**config.mk**
```make
export PLATFORM = sky130hd
export DESIGN_NAME = hid_descriptor_usage_finder
export DESIGN_NICKNAME = d
export VERILOG_FILES = /design/src/rtl/hdu_pkg.sv /design/src/rtl/hid_descriptor_usage_finder.sv /design/src/rtl/hdu_parser.sv
export SDC_FILE = /design/constraint.sdc
export NUM_CORES = 1
export LEC_CHECK = 0
export BUFFER_PORTS_ARGS = -buffer_cell sky130_fd_sc_hd__buf_2
export CAP_MARGIN = 25
export CORE_MARGIN = 10
export CORE_UTILIZATION = 30
export CTS_CLUSTER_DIAMETER = 60
export DETAILED_ROUTE_END_ITERATION = 8
export GPL_TIMING_DRIVEN = 0
export PLACE_DENSITY = 0.52
export SLEW_MARGIN = 20
export SYNTH_ARGS = -nofsm -noshare
export SYNTH_HDL_FRONTEND = slang
export SYNTH_SLANG_ARGS = --single-unit
```
**constraint.sdc**
```tcl
create_clock -name clock -period 6.5 [get_ports clock]
set_clock_uncertainty 0.05 [all_clocks]
set_input_delay 0.325 -clock clock [delete_from_list [all_inputs] [get_ports clock]]
set_output_delay 0.325 -clock clock [all_outputs]
set_load 0.005 [all_outputs]
```
**src/rtl/hdu_pkg.sv**
```systemverilog
// ----------------------------------------------------------------------------
// hdu_pkg
// Shared types and constants for the HID descriptor usage finder: item and
// result payloads, parser state, status codes and item header encodings.
// ----------------------------------------------------------------------------
package hdu_pkg;

   localparam logic [7:0] HDR_TAG_MASK     = 8'hFC;
   localparam logic [3:0] LONG_PREFIX      = 4'hF;
   localparam logic [7:0] TAG_USAGE_PAGE   = 8'h04;
   localparam logic [7:0] TAG_USAGE        = 8'h08;
   localparam logic [1:0] SIZE_CODE_FOUR   = 2'd3;
   localparam logic [2:0] LEN_FOUR         = 3'd4;

   typedef enum logic [1:0] {
      PEND_NONE  = 2'd0,
      PEND_PAGE  = 2'd1,
      PEND_USAGE = 2'd2
   } pend_type;

   typedef enum logic [1:0] {
      ST_FOUND     = 2'd0,
      ST_INVALID   = 2'd1,
      ST_NOT_FOUND = 2'd2
   } status_type;

   typedef struct packed {
      logic [7:0] data_byte;
      logic       last;
   } req_type;

   typedef struct packed {
      logic [1:0]  status;
      logic [15:0] page_value;
      logic [15:0] usage_value;
   } rsp_type;

   typedef struct packed {
      logic [2:0]  bytes_left;
      logic [2:0]  item_length;
      pend_type    pending_tag;
      logic [15:0] collect_value;
      logic [15:0] page_hold;
      logic [15:0] usage_hold;
      logic [1:0]  found_flags;
      logic        finished;
   } state_type;

   localparam state_type STATE_RESET = '{
      bytes_left:    3'd0,
      item_length:   3'd0,
      pending_tag:   PEND_NONE,
      collect_value: 16'd0,
      page_hold:     16'd0,
      usage_hold:    16'd0,
      found_flags:   2'b00,
      finished:      1'b0
   };

endpackage

```
**src/rtl/hid_descriptor_usage_finder.sv**
```systemverilog
// ----------------------------------------------------------------------------
// hid_descriptor_usage_finder
// Scans a HID report descriptor for its Usage Page and Usage items.
// ----------------------------------------------------------------------------
// Descriptor bytes arrive on the req_ channel, one byte per transfer, with
// req_data.last marking the final byte. Each descriptor produces exactly one
// item on the rsp_ channel: success with both values as soon as both items
// are settled, an error on a long item prefix, or not-found at the end.
// Bytes after a result are consumed without effect until the final byte.
// An accepted byte is registered in the input register, then stepped through
// the parser into the result register once no result is stalled there.
// One byte is taken every cycle while no result is stalled; the limit
// is the single parser step between the input and result registers.
// When rsp_ready is low with a result waiting, the input register still
// takes one byte, then req_ready falls until the result is taken.
// Reset (synchronous, active high) empties both registers and returns the
// parser to the start of a descriptor.
// ----------------------------------------------------------------------------
module hid_descriptor_usage_finder
   import hdu_pkg::*;
(
   input  logic    clock,
   input  logic    reset,
   input  logic    req_valid,
   output logic    req_ready,
   input  req_type req_data,
   output logic    rsp_valid,
   input  logic    rsp_ready,
   output rsp_type rsp_data
);

   req_type in_ff;
   logic    in_valid_ff;
   logic    in_valid_in;
   rsp_type rsp_ff;
   logic    rsp_valid_ff;
   logic    rsp_valid_in;
   logic    advance;
   logic    emit;
   rsp_type result;

   assign advance   = in_valid_ff && (!rsp_valid_ff || rsp_ready);
   assign req_ready = !in_valid_ff || advance;

   hdu_parser u_parser (
      .clock  (clock),
      .reset  (reset),
      .step   (advance),
      .item   (in_ff),
      .emit   (emit),
      .result (result)
   );

   always_comb begin
      in_valid_in = in_valid_ff;
      if (advance) begin
         in_valid_in = 1'b0;
      end
      if (req_valid && req_ready) begin
         in_valid_in = 1'b1;
      end
      rsp_valid_in = rsp_valid_ff;
      if (rsp_ready) begin
         rsp_valid_in = 1'b0;
      end
      if (advance && emit) begin
         rsp_valid_in = 1'b1;
      end
   end

   always_ff @(posedge clock) begin
      if (reset) begin
         in_valid_ff  <= 1'b0;
         rsp_valid_ff <= 1'b0;
      end else begin
         in_valid_ff  <= in_valid_in;
         rsp_valid_ff <= rsp_valid_in;
      end
   end

   always_ff @(posedge clock) begin
      if (req_valid && req_ready) begin
         in_ff <= req_data;
      end
      if (advance && emit) begin
         rsp_ff <= result;
      end
   end

   assign rsp_valid = rsp_valid_ff;
   assign rsp_data  = rsp_ff;

   a_emit_reaches_output: assert property (@(posedge clock) disable iff (reset)
      advance && emit |=> rsp_valid_ff)
      else $error("parser result did not reach the result register");

   a_no_overwrite: assert property (@(posedge clock) disable iff (reset)
      rsp_valid_ff && !rsp_ready |-> !advance)
      else $error("parser stepped while a result was stalled");

   a_rsp_held: assert property (@(posedge clock) disable iff (reset)
      rsp_valid_ff && !rsp_ready |=> rsp_valid_ff && $stable(rsp_ff))
      else $error("result item changed while stalled");

endmodule

```
**src/rtl/hdu_parser.sv**
```systemverilog
// ----------------------------------------------------------------------------
// hdu_parser
// Walks the short items of a report descriptor one byte per step, holds the
// parser state and flags the single result of each descriptor.
// ----------------------------------------------------------------------------
module hdu_parser
   import hdu_pkg::*;
(
   input  logic    clock,
   input  logic    reset,
   input  logic    step,
   input  req_type item,
   output logic    emit,
   output rsp_type result
);

   state_type state_ff;
   state_type state_in;

   always_comb begin
      state_type  nxt;
      logic [2:0] len;
      logic [2:0] k;
      logic [2:0] left_dec;
      logic       settle;
      logic [15:0] settle_val;
      status_type status;

      nxt        = state_ff;
      len        = 3'd0;
      k          = state_ff.item_length - state_ff.bytes_left;
      left_dec   = state_ff.bytes_left - 3'd1;
      settle     = 1'b0;
      settle_val = 16'd0;
      status     = ST_FOUND;
      emit       = 1'b0;

      if (!state_ff.finished) begin
         if (state_ff.bytes_left == 3'd0) begin
            if (item.data_byte[7:4] == LONG_PREFIX) begin
               emit         = 1'b1;
               status       = ST_INVALID;
               nxt.finished = 1'b1;
            end else begin
               len = (item.data_byte[1:0] == SIZE_CODE_FOUR) ? LEN_FOUR
                                                             : {1'b0, item.data_byte[1:0]};
               nxt.pending_tag = PEND_NONE;
               if ((item.data_byte & HDR_TAG_MASK) == TAG_USAGE_PAGE) begin
                  nxt.found_flags[0] = 1'b1;
                  nxt.pending_tag    = PEND_PAGE;
               end else if ((item.data_byte & HDR_TAG_MASK) == TAG_USAGE) begin
                  nxt.found_flags[1] = 1'b1;
                  nxt.pending_tag    = PEND_USAGE;
               end
               // Empty, four-byte and truncated items settle to zero at once.
               settle            = (len == 3'd0) || (len == LEN_FOUR) || item.last;
               nxt.bytes_left    = len;
               nxt.item_length   = len;
               nxt.collect_value = 16'd0;
            end
         end else begin
            if (state_ff.pending_tag != PEND_NONE) begin
               if (k == 3'd0) begin
                  nxt.collect_value[7:0] = state_ff.collect_value[7:0] | item.data_byte;
               end else if (k == 3'd1) begin
                  nxt.collect_value[15:8] = state_ff.collect_value[15:8] | item.data_byte;
               end
            end
            nxt.bytes_left = left_dec;
            if (left_dec == 3'd0) begin
               settle     = 1'b1;
               settle_val = nxt.collect_value;
            end else if (item.last) begin
               settle = 1'b1;
            end
         end

         if (settle) begin
            if (nxt.pending_tag == PEND_PAGE) begin
               nxt.page_hold = settle_val;
            end else if (nxt.pending_tag == PEND_USAGE) begin
               nxt.usage_hold = settle_val;
            end
            nxt.pending_tag = PEND_NONE;
         end

         if (!nxt.finished) begin
            if ((nxt.found_flags == 2'b11) && (nxt.pending_tag == PEND_NONE)) begin
               emit         = 1'b1;
               status       = ST_FOUND;
               nxt.finished = 1'b1;
            end else if (item.last) begin
               emit         = 1'b1;
               status       = ST_NOT_FOUND;
               nxt.finished = 1'b1;
            end
         end
      end

      result.status      = status;
      result.page_value  = nxt.page_hold;
      result.usage_value = nxt.usage_hold;

      // The final byte always starts the next descriptor afresh.
      state_in = item.last ? STATE_RESET : nxt;
   end

   always_ff @(posedge clock) begin
      if (reset) begin
         state_ff <= STATE_RESET;
      end else if (step) begin
         state_ff <= state_in;
      end
   end

   a_no_emit_when_finished: assert property (@(posedge clock) disable iff (reset)
      step && state_ff.finished |-> !emit)
      else $error("result raised after the descriptor's result was given");

   a_last_restarts: assert property (@(posedge clock) disable iff (reset)
      step && item.last |=> state_ff == STATE_RESET)
      else $error("parser state not cleared after the final byte");

   a_emit_marks_finished: assert property (@(posedge clock) disable iff (reset)
      step && emit && !item.last |=> state_ff.finished)
      else $error("finished flag not set after a result");

   a_length_range: assert property (@(posedge clock) disable iff (reset)
      state_ff.bytes_left <= state_ff.item_length && state_ff.item_length <= LEN_FOUR)
      else $error("item byte counters out of range");

endmodule
```
==> run summary <==
grt met1 use = 14.4%
core region area = 14600 um^2
TritonCTS Buffers = 9
RSZ-0062 raised after global routing = no
clk sinks = 104
H-Tree Level Count = 3
EDFF count, synth = 43
Longest Clk Path Bufs = 2
io pins = 49
M3 GR Usage = 2.90%
initial core utilization = 30.7%
Yosys cell types = 54
worst relative slew slack = 46.3%
Post-CTS Resized = 0
DRC = 0
Die ar. = 20200 um^2
Critical Path Source Type = flip-flop
GRT overflow = 0
largest net degree at the start of global routing = 25
status = complete, no violations
fin worst setup slack = 3.52 ns
die height = 142 um
Slew @ Worst Pin = 0.801 ns
Crit path arrival time = 2.99 ns
max cap viols = 0
worst path required time = 6.52 ns
Static Leak = 1.76 nW
final core utilization = 36.2%
top cell type's share of synthesized area = 28.9%
Final Setup Violations = 0
top cells by instance count after synthesis = dfxtp_1 (61), edfxtp_1 (43), nand2_1 (42), nor2_1 (32), o21ai_0 (32)
clk slew on worst S/H paths = 0.07 ns
vias in the first global route = 3436
achievable frequency = 336 MHz
Hold Fails Final Rpt = 0
routed length per instance = 16.6 um
First-pass DRT Iterations = 5
ratio of cells with drive above 1 in the final layout = 17.9%
Skew-Pair Late Insertion Delay = 0.35 ns
Worst path max stage delay = 0.61 ns
post-synth net total = 441
top cells by area, synth = edfxtp_1 (29%), dfxtp_1 (27%), o2bb2ai_1 (5.9%), o21ai_0 (3.6%), nand2_1 (3.5%)
FFs w/ async S/R, synth = 0%
crit path max fanout = 10
Min-Delay Path Class = in -> reg
# rows = 44
CTS Hold Buffers Added = 0
count leader, synth = dfxtp_1
initial antenna violation count = 0
Detail Route Antenna Nets = 0
Mapped Cells = 420
VDD IR-drop max = 0.152 mV
sequential-to-total area share from yosys stat = 56.2%
crit-path leading delay family = compound AO/OA/AOI/OAI gates
Die W = 142 um
Synth Warn # = 0
CTS tree = done
pre-CTS WS = 3.56 ns
DP HPWL = 8.08 mm
Vias = 3403
M2 GR Usage = 17.3%
vias per cell = 5.09
post-route cell area = 5290 um^2
flops & latches, synth = 104
final slew viol count = 0
cell area after synthesis = 4470 um^2
Final nets = 501
GR peak layer = met2
diodes inserted = 0
Placer Congestion = 0.853
Buf+Inv Stages, Crit Path = 3
crit path kind = reg -> reg
syn_area_per_cell = 10.7 um^2
minimum clock period = 2.98 ns
PortBufs = 48
Synth area leader = edfxtp_1
setup bufs post-CTS = 0
fin crit share = 45.8%
DRT iter0 DRCs = 243
Final Routed Wirelength = 11.1 mm
first-pass GRT wire length = 18.1 mm
Worst setup EP type = flip-flop
Cell Chain, Critical Path = inv_1 > ha_1 > ha_1 > clkbuf_1 > a2111oi_1 > o31ai_1 > clkbuf_1 > o21ai_0
ys flop type = dfxtp_1
area grow syn2layout = 18.2%
R2R Setup Slk = 3.52 ns
slowest CP cell = o31ai_1
Total Routing Usage GR = 11.2%
TNS Setup = 0 ns
placed cell area = 4980 um^2
Root Buffer Master = clkbuf_16
PD cells = 251 nW/um^2
==> final cells by class <==
cell class / instances / area [um^2]
Fill cell: 1446 / 9300
Sequential cell: 104 / 2510
Multi-Input combinational cell: 279 / 1780
Timing Repair Buffer: 49 / 268
Tap cell: 184 / 230
Clock buffer: 9 / 225
Buffer: 28 / 158
Clock inverter: 7 / 78.8
Inverter: 9 / 33.8
==> final timing paths <==
path,from,endpoint,depth (start not counted)
setup / recovery,u_parser.state_ff[56]$_SDFFE_PP0P_,rsp_data[15]$_DFFE_PP_,8
hold / removal,req_data[0],in_ff[0]$_DFFE_PP_,1
setup reg to reg,u_parser.state_ff[56]$_SDFFE_PP0P_,rsp_data[15]$_DFFE_PP_,8
hold reg to reg,u_parser.state_ff[53]$_SDFFE_PP0P_,u_parser.state_ff[53]$_SDFFE_PP0P_,2
==> stage by stage <==
step / std cells / hold slack [ns] / power, mW
floorplan: 420 / 0.374 / 0.759
global placement: 652 / 0.394 / 0.789
detailed placement: 653 / 0.397 / 0.791
CTS: 669 / 0.0844 / 1.34
global route: 669 / 0.0871 / 1.38
finish: 669 / 0.0963 / 1.33
==> per-layer routing <==
layer	vias up	share of wire [%]
met3	17	5.4
met2	83	47
met1	1638	46
met4	0	1.8
met5	-	0
li1	1665	-
==> sequential cells by signal (all words and copies together) (netlist names) <==
name,cells
in_ff,9
u_parser.state_ff,59
rsp_data,34
in_valid_ff,1
rsp_valid,1
==> kinds of logic after synthesis <==
logic type	after synthesis	share of synthesized area, %
XOR/XNOR	2	0.727
AND/OR/NAND/NOR	128	15.0
multiplexers	3	0.671
AO/OA/AOI/OAI	138	20.7
adder cells (fa/ha/maj)	8	2.41
flip-flops	104	56.2
buffers and inverters	37	4.28
==> layout by cell type (no fill, tap or decap), types with 3 or more instances in the layout <==
cell and n:
a21oi_1 29, a22oi_1 17, a31oi_1 5, and2_1 3, buf_2 51, buf_6 6, clkbuf_1 18, clkbuf_16 9
dfxtp_1 61, edfxtp_1 43, ha_1 7, inv_1 9, mux2i_1 3, nand2_1 42, nand2b_1 16, nand3_1 3
nand4_1 4, nor2_1 32, nor2b_1 3, nor3_1 6, nor3b_2 3, o21a_1 3, o21ai_0 32, o21ai_1 7
o2bb2ai_1 30
==> power breakdown <==
group,internal (mW),switching (mW)
sequential,0.690,0.00733
combinational,0.0286,0.0498
clock,0.303,0.249
total,1.02,0.306
Note: power is estimated with default switching activity, not from simulation.
